[config.mk]
export PLATFORM = sky130hd
export DESIGN_NAME = ca_mixed_charset_generator
export DESIGN_NICKNAME = d
export VERILOG_FILES = /design/src/cmcg_pkg.sv /design/src/ca_mixed_charset_generator.sv /design/src/cmcg_ram.sv /design/src/cmcg_mix.sv
export SDC_FILE = /design/constraint.sdc
export NUM_CORES = 1
export LEC_CHECK = 0
export ABC_AREA = 0
export BUFFER_PORTS_ARGS = -buffer_cell sky130_fd_sc_hd__buf_2
export CAP_MARGIN = 10
export CORE_MARGIN = 8
export CORE_UTILIZATION = 55
export CTS_BUF_LIST = sky130_fd_sc_hd__clkbuf_4
export CTS_CLUSTER_DIAMETER = 100
export CTS_CLUSTER_SIZE = 28
export DETAILED_ROUTE_END_ITERATION = 8
export PLACE_DENSITY = 0.76
export REMOVE_ABC_BUFFERS = 1
export SLEW_MARGIN = 10
export SYNTH_ARGS = -nofsm -noshare
export SYNTH_HDL_FRONTEND = slang
export SYNTH_SLANG_ARGS = --single-unit
[constraint.sdc]
create_clock -name i_clk -period 8.35 [get_ports i_clk]
set_input_delay 1.67 -clock i_clk [delete_from_list [all_inputs] [get_ports i_clk]]
set_output_delay 1.67 -clock i_clk [all_outputs]
set_load 0.02 [all_outputs]
[src/cmcg_pkg.sv]
// Package for the Rule 30 mixed-charset character generator.
// State encoding, size constants and the charset lookup; no dependencies.

package cmcg_pkg;

    localparam int MAX_LEN_DEF  = 64;
    localparam int CFG_W        = 7;
    localparam int BYTE_W       = 8;
    localparam int CHAR_W       = 7;
    localparam int CFG_RESET    = 16;
    localparam int SYM_COUNT    = 74;
    localparam int ROT_LEFT     = 3;
    localparam int ROT_RIGHT    = BYTE_W - ROT_LEFT;
    localparam int PUNCT_FIRST  = 62;
    localparam int PUNCT_COUNT  = SYM_COUNT - PUNCT_FIRST;

    typedef enum logic [2:0] {
        S_LOAD,
        S_EVOLVE,
        S_RD0,
        S_RD1,
        S_RD2
    } t_state;

    // "!@#$%^&*()_+" in charset order
    localparam logic [CHAR_W-1:0] PUNCT [PUNCT_COUNT] = '{
        7'd33, 7'd64, 7'd35, 7'd36, 7'd37, 7'd94,
        7'd38, 7'd42, 7'd40, 7'd41, 7'd95, 7'd43
    };

    // Symbol index 0..73 to ASCII: a-z, A-Z, 0-9, then punctuation.
    function automatic logic [CHAR_W-1:0] f_symbol(input logic [CHAR_W-1:0] idx);
        logic [CHAR_W-1:0] p;
        logic [CHAR_W-1:0] sym;
        p = idx - CHAR_W'(PUNCT_FIRST);
        if (idx < CHAR_W'(26)) begin
            sym = idx + CHAR_W'(97);
        end else if (idx < CHAR_W'(52)) begin
            sym = idx - CHAR_W'(26) + CHAR_W'(65);
        end else if (idx < CHAR_W'(PUNCT_FIRST)) begin
            sym = idx - CHAR_W'(52) + CHAR_W'(48);
        end else if (p < CHAR_W'(PUNCT_COUNT)) begin
            sym = PUNCT[p[3:0]];
        end else begin
            sym = PUNCT[PUNCT_COUNT-1];
        end
        return sym;
    endfunction

endpackage

[src/ca_mixed_charset_generator.sv]
// Top level of the Rule 30 mixed-charset character generator.
// Uses cmcg_pkg, cmcg_ram (random bytes, automaton bits) and cmcg_mix.
//
// channel   direction  handshake               payload
// input     in         i_valid / o_stall       i_rand_byte
// output    out        o_valid / i_stall       o_out_char, o_last_char
// config    in         i_cfg_valid / o_cfg_ready  i_cfg_data (out_length)
//
// Bytes load one per cycle while o_stall is low. The byte that completes a
// run of len bytes starts the automaton generations, one row step per cycle,
// then each character passes S_RD0, S_RD1 and S_RD2 through the single-read
// RAM ports, and an output stall holds S_RD2.
// Reset is synchronous, active low; no clearing pass is needed.
// o_stall is high after the completing byte until the last character is
// registered; a stalled output holds its character and freezes the emit loop.

module ca_mixed_charset_generator
    import cmcg_pkg::*;
#(
    parameter int MAX_LEN = MAX_LEN_DEF
) (
    input  logic              i_clk,
    input  logic              i_rst_n,
    input  logic              i_valid,
    output logic              o_stall,
    input  logic [BYTE_W-1:0] i_rand_byte,
    output logic              o_valid,
    input  logic              i_stall,
    output logic [CHAR_W-1:0] o_out_char,
    output logic              o_last_char,
    input  logic              i_cfg_valid,
    output logic              o_cfg_ready,
    input  logic [CFG_W-1:0]  i_cfg_data
);

    localparam int AW = (MAX_LEN > 1) ? $clog2(MAX_LEN) : 1;
    localparam int LW = $clog2(MAX_LEN + 1);

    t_state             r_state, n_state;
    logic [LW-1:0]      r_cnt, n_cnt;
    logic [LW-1:0]      r_idx, n_idx;
    logic [MAX_LEN-1:0] r_row, n_row;
    logic [CFG_W-1:0]   r_cfg;
    logic [BYTE_W-1:0]  r_ra, n_ra;
    logic               r_ba, n_ba;
    logic [CHAR_W-1:0]  r_out_char, n_out_char;
    logic               r_last, n_last;
    logic               r_valid, n_valid;

    logic [LW-1:0]      len;
    logic [LW-1:0]      cnt_inc;
    logic [LW-1:0]      idx_p1;
    logic [LW-1:0]      idx1;
    logic [LW:0]        idx2_t;
    logic [LW-1:0]      idx2;
    logic [MAX_LEN-1:0] row_mask;
    logic [MAX_LEN-1:0] row_init;
    logic [AW-1:0]      slot;
    logic               load_req;
    logic               out_free;
    logic [BYTE_W-1:0]  rnd_q;
    logic               bit_q;
    logic [CHAR_W-1:0]  mix_char;

    // effective run length, clamped to 1..MAX_LEN
    always_comb begin
        if (r_cfg == '0) begin
            len = LW'(1);
        end else if (r_cfg > CFG_W'(MAX_LEN)) begin
            len = LW'(MAX_LEN);
        end else begin
            len = LW'(r_cfg);
        end
    end

    always_comb begin
        cnt_inc = (r_cnt >= LW'(MAX_LEN)) ? r_cnt : r_cnt + LW'(1);
        slot    = (r_cnt >= LW'(MAX_LEN)) ? AW'(MAX_LEN - 1) : r_cnt[AW-1:0];
        idx_p1  = r_idx + LW'(1);
        idx1    = (idx_p1 == len) ? '0 : idx_p1;
        // second subtract covers a run length of one
        idx2_t  = {1'b0, r_idx} + (LW+1)'(2);
        if (idx2_t >= {1'b0, len}) idx2_t = idx2_t - {1'b0, len};
        if (idx2_t >= {1'b0, len}) idx2_t = idx2_t - {1'b0, len};
        idx2    = idx2_t[LW-1:0];
        for (int j = 0; j < MAX_LEN; j++) begin
            row_mask[j] = (LW'(j) < len);
            row_init[j] = (LW'(j) == (len >> 1));
        end
    end

    assign load_req = (r_state == S_LOAD) && i_valid;
    assign out_free = !r_valid || !i_stall;

    cmcg_ram #(
        .WIDTH (BYTE_W),
        .DEPTH (MAX_LEN),
        .AW    (AW)
    ) u_rnd_ram (
        .i_clk     (i_clk),
        .i_wr_en   (load_req),
        .i_wr_addr (slot),
        .i_wr_data (i_rand_byte),
        .i_rd_addr ((r_state == S_RD0) ? r_idx[AW-1:0] : idx2[AW-1:0]),
        .o_rd_data (rnd_q)
    );

    cmcg_ram #(
        .WIDTH (1),
        .DEPTH (MAX_LEN),
        .AW    (AW)
    ) u_bit_ram (
        .i_clk     (i_clk),
        .i_wr_en   (r_state == S_EVOLVE),
        .i_wr_addr (r_idx[AW-1:0]),
        .i_wr_data (r_row[r_idx[AW-1:0]]),
        .i_rd_addr ((r_state == S_RD0) ? r_idx[AW-1:0] : idx1[AW-1:0]),
        .o_rd_data (bit_q)
    );

    cmcg_mix u_mix (
        .i_rnd_a (r_ra),
        .i_bit_a (r_ba),
        .i_bit_b (bit_q),
        .i_rnd_b (rnd_q),
        .o_char  (mix_char)
    );

    always_comb begin
        n_state    = r_state;
        n_cnt      = r_cnt;
        n_idx      = r_idx;
        n_row      = r_row;
        n_ra       = r_ra;
        n_ba       = r_ba;
        n_out_char = r_out_char;
        n_last     = r_last;
        n_valid    = r_valid;
        if (r_valid && !i_stall) n_valid = 1'b0;

        unique case (r_state)
            S_LOAD: begin
                if (i_valid) begin
                    n_cnt = cnt_inc;
                    if (cnt_inc >= len) begin
                        n_cnt   = '0;
                        n_idx   = '0;
                        n_row   = row_init;
                        n_state = S_EVOLVE;
                    end
                end
            end
            S_EVOLVE: begin
                // Rule 30: left ^ (center | right), zero outside the row
                n_row = ((r_row << 1) ^ (r_row | (r_row >> 1))) & row_mask;
                if (idx_p1 == len) begin
                    n_idx   = '0;
                    n_state = S_RD0;
                end else begin
                    n_idx = idx_p1;
                end
            end
            S_RD0: begin
                n_state = S_RD1;
            end
            S_RD1: begin
                n_ra    = rnd_q;
                n_ba    = bit_q;
                n_state = S_RD2;
            end
            S_RD2: begin
                // read addresses stay put while the output slot is busy
                if (out_free) begin
                    n_valid    = 1'b1;
                    n_out_char = mix_char;
                    n_last     = (idx_p1 == len);
                    if (idx_p1 == len) begin
                        n_idx   = '0;
                        n_state = S_LOAD;
                    end else begin
                        n_idx   = idx_p1;
                        n_state = S_RD0;
                    end
                end
            end
            default: begin
                n_state = S_LOAD;
            end
        endcase
    end

    always_ff @(posedge i_clk) begin
        if (!i_rst_n) begin
            r_state <= S_LOAD;
            r_cnt   <= '0;
            r_idx   <= '0;
            r_row   <= '0;
            r_cfg   <= CFG_W'(CFG_RESET);
            r_valid <= 1'b0;
        end else begin
            r_state <= n_state;
            r_cnt   <= n_cnt;
            r_idx   <= n_idx;
            r_row   <= n_row;
            r_valid <= n_valid;
            if (i_cfg_valid) r_cfg <= i_cfg_data;
        end
    end

    always_ff @(posedge i_clk) begin
        r_ra       <= n_ra;
        r_ba       <= n_ba;
        r_out_char <= n_out_char;
        r_last     <= n_last;
    end

    assign o_stall     = (r_state != S_LOAD);
    assign o_valid     = r_valid;
    assign o_out_char  = r_out_char;
    assign o_last_char = r_last;
    assign o_cfg_ready = 1'b1;

endmodule

[src/cmcg_ram.sv]
// Generic single-write, single-read RAM with registered read data.
// No dependencies.

module cmcg_ram #(
    parameter int WIDTH = 8,
    parameter int DEPTH = 64,
    parameter int AW    = (DEPTH > 1) ? $clog2(DEPTH) : 1
) (
    input  logic             i_clk,
    input  logic             i_wr_en,
    input  logic [AW-1:0]    i_wr_addr,
    input  logic [WIDTH-1:0] i_wr_data,
    input  logic [AW-1:0]    i_rd_addr,
    output logic [WIDTH-1:0] o_rd_data
);

    logic [WIDTH-1:0] r_mem [DEPTH];
    logic [WIDTH-1:0] r_rd_data;

    always_ff @(posedge i_clk) begin
        if (i_wr_en) begin
            r_mem[i_wr_addr] <= i_wr_data;
        end
        r_rd_data <= r_mem[i_rd_addr];
    end

    assign o_rd_data = r_rd_data;

endmodule

[src/cmcg_mix.sv]
// Byte mixer: combines random bytes with automaton bits, rotates,
// reduces mod 74 and maps to a charset symbol. Uses cmcg_pkg.

module cmcg_mix
    import cmcg_pkg::*;
(
    input  logic [BYTE_W-1:0] i_rnd_a,
    input  logic              i_bit_a,
    input  logic              i_bit_b,
    input  logic [BYTE_W-1:0] i_rnd_b,
    output logic [CHAR_W-1:0] o_char
);

    logic [BYTE_W-1:0] mixed;
    logic [BYTE_W-1:0] rotated;
    logic [BYTE_W-1:0] red;

    always_comb begin
        mixed   = (i_rnd_a ^ BYTE_W'(i_bit_a)) + (i_bit_b ? i_rnd_b : '0);
        rotated = (mixed << ROT_LEFT) | (mixed >> ROT_RIGHT);
        // value < 256 < 4*74, so one subtract of the largest fitting multiple of 74 finishes the modulo
        red = rotated;
        if (red >= BYTE_W'(3 * SYM_COUNT)) begin
            red = red - BYTE_W'(3 * SYM_COUNT);
        end else if (red >= BYTE_W'(2 * SYM_COUNT)) begin
            red = red - BYTE_W'(2 * SYM_COUNT);
        end else if (red >= BYTE_W'(SYM_COUNT)) begin
            red = red - BYTE_W'(SYM_COUNT);
        end
        o_char = f_symbol(red[CHAR_W-1:0]);
    end

endmodule

Yosys cells after proc, flatten, opt, wreduce, memory -nomap -nowiden
Memories as Yosys holds them, arrays and structs flattened. A register that Yosys moved wholly into a read port is not among the register bits.
Index checks and enable logic that the tools add are counted.
{ "word_totals": {"latchBits": 0, "n_memories": 3, "elab_cells": 242, "out_inout_bits": 11, "ram_bits": 576, "rom_bits": 112, "input_bits": 20, "register_bits": 106} }
{ "memory_table": {"columns": ["memory", "depth", "width", "rd", "rd_clocked_by_memory_dff", "wr", "line_no", "source"], "rows": [
  ["u_rnd_ram.r_mem", 64, 8, 1, 1, 1, "cmcg_ram.sv:17", "logic [WIDTH-1:0] r_mem [DEPTH];"],
  ["(no name shown)", 16, 7, 1, 0, 0, "cmcg_pkg.sv:43", "sym = PUNCT[p[3:0]];"],
  ["u_bit_ram.r_mem", 64, 1, 1, 1, 1, "cmcg_ram.sv:17", null]
]} }
{ "classes": {"add_sub_neg": 15, "n_eq_ne": 72, "reduce_logical": 16, "magnitude_cmp": 78, "bitwise_logic": 6, "muxes": 42, "n_div": 0, "mul": 0, "shifts": 0} }
{ "op_table": {"columns": ["op", "count"], "rows": [
  ["$lt A6 B7 Y1 const A", 32],
  ["$eq A6 B6 Y1 const A", 32],
  ["$mux W64", 2],
  ["$pmux W64 S2", 1],
  ["$mux W7", 17],
  ["$lt A5 B7 Y1 const A", 16],
  ["$eq A5 B6 Y1 const A", 16],
  ["$and A64 B64 Y64", 1],
  ["$or A64 B63 Y64", 1],
  ["$xor A64 B64 Y64", 1],
  ["$lt A4 B7 Y1 const A", 8],
  ["$eq A4 B6 Y1 const A", 8],
  ["$lt A3 B7 Y1 const A", 4],
  ["$eq A3 B6 Y1 const A", 4],
  ["$mux W6", 4],
  ["$pmux W7 S3", 1],
  ["$ge A8 B7 Y1", 2],
  ["$ge A8 B8 Y1 const B", 2],
  ["$mux W8", 2],
  ["$pmux W3 S5", 1],
  ["$add A7 B1 Y7 const B", 2],
  ["$add A7 B7 Y7 const B", 2],
  ["$logic_not A7 Y1", 2],
  ["$lt A1 B7 Y1 const A", 2],
  ["42 further kinds", 66]
]} }

Longest topological paths before layout
{ "depth": {"word_depth": 16, "ltp_mapped": 30, "ltp_nobuf": 24} }

Hierarchy
Synthesis repeated with hierarchy kept, for this count alone.
{ "hier_totals": {"hier_cells": 2311, "area_unflattened_um2": 32550.0} }
{ "modules_own_cells": {"columns": ["module", "n_inst", "cells_each", "area_per_inst_um2", "seq_area_each_um2"], "rows": [
  ["cmcg_ram at u_rnd_ram", 1, 940, 20166.8, 15534.9],
  ["ca_mixed_charset_generator", 1, 894, 7383.3, 2292.2],
  ["cmcg_ram at u_bit_ram", 1, 204, 2914.0, 1941.9],
  ["cmcg_mix", 1, 273, 2085.8, 0.0]
]} }

Worst setup path after synthesis
OpenSTA, ideal clock, no wires.
{ "synth_timing": {"kind": "register to register", "startpoint": "register r_idx[1]", "endpoint": "register u_rnd_ram.r_rd_data[1] (netlist: u_rnd_ram.o_rd_data[1]) (read register of u_rnd_ram.r_mem)", "path_slack_ns": 2.301, "path_buffers": 4, "required_time_ns": 8.216, "arrival_time_ns": 5.914, "setup_ns": 0.134, "period_less_slack_ns": 6.049, "path_stages_with_launch": 25, "path_cell_list": "dfxtp_1 clkbuf_1 inv_1 ha_1 ha_1 nand2b_1 a21oi_1 o31ai_1 nand2_1 nand2_1 o21ai_0 ha_1 and3_1 a311o_1 o31a_1 a211oi_2 mux2i_4 o21a_1 buf_6 buf_6 buf_4 a2111oi_0 nor3_1 a2111oi_2 nand4_1"} }
{ "synth_via": {"elab_chain_len": 6, "elab_cells_between_ends": 8, "cone_classes": "add/sub: 3; order compare: 2; mux: 3"} }
{ "synth_lines": {"columns": ["item", "line_no", "source"], "rows": [
  ["start: declaration", "ca_mixed_charset_generator.sv:41", "logic [LW-1:0] r_idx, n_idx;"],
  ["start signal: assignment", "ca_mixed_charset_generator.sv:203", "r_idx <= n_idx;"],
  ["$add A7 B2 Y8", "ca_mixed_charset_generator.sv:82", "idx2_t = {1'b0, r_idx} + (LW+1)'(2);"],
  ["$sub A8 B7 Y8 or $ge A8 B7 Y1 (tied branches)", "ca_mixed_charset_generator.sv:83", "if (idx2_t >= {1'b0, len}) idx2_t = idx2_t - {1'b0, len};"],
  ["$mux W8", "ca_mixed_charset_generator.sv:83", null],
  ["$ge A8 B7 Y1 or $sub A6 B6 Y6 (tied branches)", "ca_mixed_charset_generator.sv:84", "if (idx2_t >= {1'b0, len}) idx2_t = idx2_t - {1'b0, len};"],
  ["$mux W6", "ca_mixed_charset_generator.sv:84", null],
  ["$mux W6 (*)", "ca_mixed_charset_generator.sv:104", ".i_rd_addr ((r_state == S_RD0) ? r_idx[AW-1:0] : idx2[AW-1:0]),"],
  ["end: declaration", "cmcg_ram.sv:18", "logic [WIDTH-1:0] r_rd_data;"]
]} }
Mark *: on every way between the ends. The rest lies on a longest branch, timed or not.
A chain may end at the register's enable or synchronous reset.

Worst setup path in the final report
{ "layout_timing": {"startpoint": "register r_cfg[2]", "endpoint": "register u_rnd_ram.r_rd_data[6] (netlist: u_rnd_ram.o_rd_data[6]) (read register of u_rnd_ram.r_mem)"} }
{ "layout_via": {"elab_chain_len": 8, "elab_cells_between_ends": 11, "cone_classes": "add/sub: 2; order compare: 3; mux: 5; reduce/logical: 1"} }
{ "layout_lines": {"columns": ["item", "line_no", "source"], "rows": [
  ["start: declaration", "ca_mixed_charset_generator.sv:43", "logic [CFG_W-1:0] r_cfg;"],
  ["start signal: assignment", "ca_mixed_charset_generator.sv:198", "r_cfg <= CFG_W'(CFG_RESET);"],
  ["start signal: assignment", "ca_mixed_charset_generator.sv:206", "if (i_cfg_valid) r_cfg <= i_cfg_data;"],
  ["$gt A7 B7 Y1", "ca_mixed_charset_generator.sv:69", "end else if (r_cfg > CFG_W'(MAX_LEN)) begin"],
  ["$mux W7", "ca_mixed_charset_generator.sv:69", null],
  ["$mux W7 (*)", "ca_mixed_charset_generator.sv:67", "if (r_cfg == '0) begin"],
  ["$sub A8 B7 Y8 or $ge A8 B7 Y1 (tied branches)", "ca_mixed_charset_generator.sv:83", null],
  ["$mux W8", "ca_mixed_charset_generator.sv:83", null],
  ["$ge A8 B7 Y1 or $sub A6 B6 Y6 (tied branches)", "ca_mixed_charset_generator.sv:84", null],
  ["$mux W6 (*)", "ca_mixed_charset_generator.sv:84", null],
  ["$mux W6 (*)", "ca_mixed_charset_generator.sv:104", null]
]} }
Marks and branches as above.

==> flow_metrics.env <==
export IMPL_status="completed"
export IMPL_grt_overflow=0
export IMPL_netlist_instances=2904
export IMPL_die_y_um=264
export IMPL_critPathLaunch="r_cfg[2]"
export IMPL_synth_mux_area_frac=0.0594
export IMPL_power_density_nw_per_um2=229
export IMPL_rr_startpoint="r_cfg[2]"
export IMPL_io_pins=31
export IMPL_startpoint_type="flop"
export IMPL_dp_cells=3592
export IMPL_timing_fmax_mhz=129
export IMPL_layout_common_cells="edfxtp_1 (593), nor2_1 (321), nand2_1 (304)"
export IMPL_vdd_drop_max_mv=0.193
export IMPL_drc=0
export IMPL_p_total_mw=8.07
export IMPL_slew_violations=0
export IMPL_routedWlPerCell_um=23.6
export IMPL_required_ns=9.28
export IMPL_synth_top_family_by_area="simple AND/OR/NAND/NOR gates"
export IMPL_finalWirelength_um=86300
export IMPL_first_iter_violations=2808
export IMPL_rsz0062_at_grt="false"
export IMPL_fin_crit_sh=0.927
export IMPL_grt_pass1_wl_um=133000
export IMPL_layout_drive_gt1_share=0.0958
export IMPL_dieWidth_um=264
export IMPL_cts_clk_slew_worst_paths_ns=0.29
export IMPL_synthAdderAreaFrac=0.0228
export IMPL_final_util=0.574
export IMPL_cp_end_kind="flop"
export IMPL_yosys_register_bits=691
export IMPL_setup_viol=0
export IMPL_synth_xor_xnor_area_share=0.0250
export IMPL_place_hpwl_um=55400
export IMPL_hold_violations=0
export IMPL_min_period_ns=7.74
export IMPL_dieArea_um2=69900
export IMPL_start_util=0.553
export IMPL_synth_simple_area_share=0.137
export IMPL_synth_flop_cell="edfxtp_1"
export IMPL_gp_congestion=0.928
export IMPL_grt_use_total=0.236
export IMPL_viasPerCell=6.58
export IMPL_grt_antenna_before_repair=1
export IMPL_tightest_slew_ns=1.23
export IMPL_cts_sinks=691
export IMPL_core_area_um2=61400
export IMPL_hold_path_class="flop to flop"
export IMPL_final_common_cell="edfxtp_1"
export IMPL_stdcell_count=3651
export IMPL_synth_cell_type_count=111
export IMPL_syn_area_per_cell_um2=11.7
export IMPL_post_cts_buffers=0
export IMPL_fin_skew_ns=0.101
export IMPL_tns_ns=0
export IMPL_grt_pass1_vias=22700
export IMPL_cts_hold_buf=0
export IMPL_clockBufferDepth=3
export IMPL_drt_pre_antenna_iters=6
export IMPL_hold_path_startpoint="r_row[62]"
export IMPL_clock_latency_ns=0.98
export IMPL_power_leakage_nw=11.7
export IMPL_syn_area_um2=33900
export IMPL_cts_tree="done"
export IMPL_fin_nets=2915
export IMPL_post_cts_resized=0
export IMPL_ys_seq_area_frac=0.583
export IMPL_worst_hold_slack_ns=0.518
export IMPL_ctsHtreeMaxLevel=1
export IMPL_synth_compound_area_frac=0.137
export IMPL_vias=24000
export IMPL_grt_max_degree=85
export IMPL_worstSetupPathType="flop to flop"
export IMPL_synth_edff_count=593
export IMPL_arrival_ns=8.67
export IMPL_area_delta_synth_final_pct=3.75
export IMPL_path_max_fanout=58
export IMPL_fp_row_count=91
export IMPL_antenna_left=0
export IMPL_place_port_buffers=29
export IMPL_cap_viol_max_count=0
export IMPL_cts_buffers=31
export IMPL_ys_async_sr_fraction=0
export IMPL_cts_root_buf="clkbuf_4"
export IMPL_relSlewSlack=0.170
export IMPL_yosys_warnings=0
==> routing by layer <==
metal  wire length (um)  track usage  vias up
li1                   -            -    10800
met1              35200        0.324    11800
met4               3600       0.0911        2
met2              40100        0.378     1254
met3               7310       0.0349      199
met5                 65      0.00693        -
==> layout make-up <==
type                            instances  area [um2]
Multi-Input combinational cell       1938       13000
Sequential cell                       691       19800
Antenna cell                            1        2.50
Tap cell                              790         988
Inverter                               92         347
Fill cell                            4925       26200
Clock inverter                          8         149
Timing Repair Buffer                   81         548
Clock buffer                           50         375
==> synthesized netlist by cell type, types with 22 or more instances <==
master / number / area [um2]
nand3_1: 82 / 410
a211oi_1: 56 / 420
a22o_1: 22 / 193
xnor2_1: 55 / 482
ha_1: 57 / 713
nor3_1: 50 / 250
mux2_2: 32 / 360
mux2i_1: 109 / 1090
o22ai_1: 31 / 194
o211ai_1: 90 / 676
mux4_2: 24 / 541
inv_1: 86 / 323
o221ai_1: 58 / 508
xor2_1: 26 / 228
nand2_1: 304 / 1140
clkbuf_1: 120 / 450
nor2_1: 323 / 1210
edfxtp_1: 593 / 17800
nand4_1: 61 / 382
a32oi_1: 22 / 193
and2_1: 30 / 188
a21oi_1: 139 / 696
dfxtp_1: 98 / 1960
buf_2: 26 / 130
o21ai_0: 28 / 140
==> kinds of logic after synthesis <==
family,after synthesis
AND/OR/NAND/NOR,996
buffers and inverters,275
XOR/XNOR,88
AO/OA/AOI/OAI,627
flip-flops,691
adder cells (fa/ha/maj),60
other,1
multiplexers,166
==> stage by stage <==
stage	instance area, um2	worst slack [ns]
5_1_grt	35200	0.138
6_report	35200	0.607
4_1_cts	35200	0.742
2_1_floorplan	33100	-1.09
3_5_place_dp	34700	0.770
3_3_place_gp	34700	0.854
==> flip-flops by register name, indices dropped and copies added, names as in the netlist <==
name / flops
o_last_char: 1
o_out_char: 7
o_valid: 1
r_ba: 1
r_cfg: 7
r_cnt: 7
r_idx: 7
r_ra: 8
r_row: 64
r_state: 3
u_bit_ram.o_rd_data: 1
u_bit_ram.r_mem: 64
u_rnd_ram.o_rd_data: 8
u_rnd_ram.r_mem: 512
==> worst max-delay path, cell delays in order, from the launching register on <==
cell	delay [ns]
dfxtp_1	0.77
nor3_1	0.11
a21oi_1	0.22
nor2_1	0.15
ha_1	0.27
fa_1	0.39
nand2b_1	0.18
a21oi_1	0.31
o31ai_1	0.11
buf_4	0.18
nand2_1	0.27
o21ai_0	0.14
ha_1	0.24
fa_1	0.40
nand2b_1	0.19
a21oi_1	0.22
o31a_1	0.36
a211oi_2	0.11
mux2i_4	0.46
o21a_4	0.81
buf_4	0.63
mux2i_1	0.17
a32oi_1	0.20
nand4_1	0.29
and4_1	0.37
nand4_1	0.10
==> worst paths after layout <==
check	endpoint	slack, ns	cells past startpoint
setup / recovery	u_rnd_ram.o_rd_data[6]	0.61	25
hold / removal	r_row[62]	0.52	2
setup reg to reg	u_rnd_ram.o_rd_data[6]	0.61	25
hold reg to reg	r_row[62]	0.52	2
==> where the power goes <==
group / leakage, nW / switching [mW] / internal (mW)
clock: 0.292 / 1.03 / 0.330
combinational: 5.30 / 1.79 / 1.01
sequential: 6.14 / 0.0614 / 3.84
No activity file was read; power rests on OpenSTA's default activity.
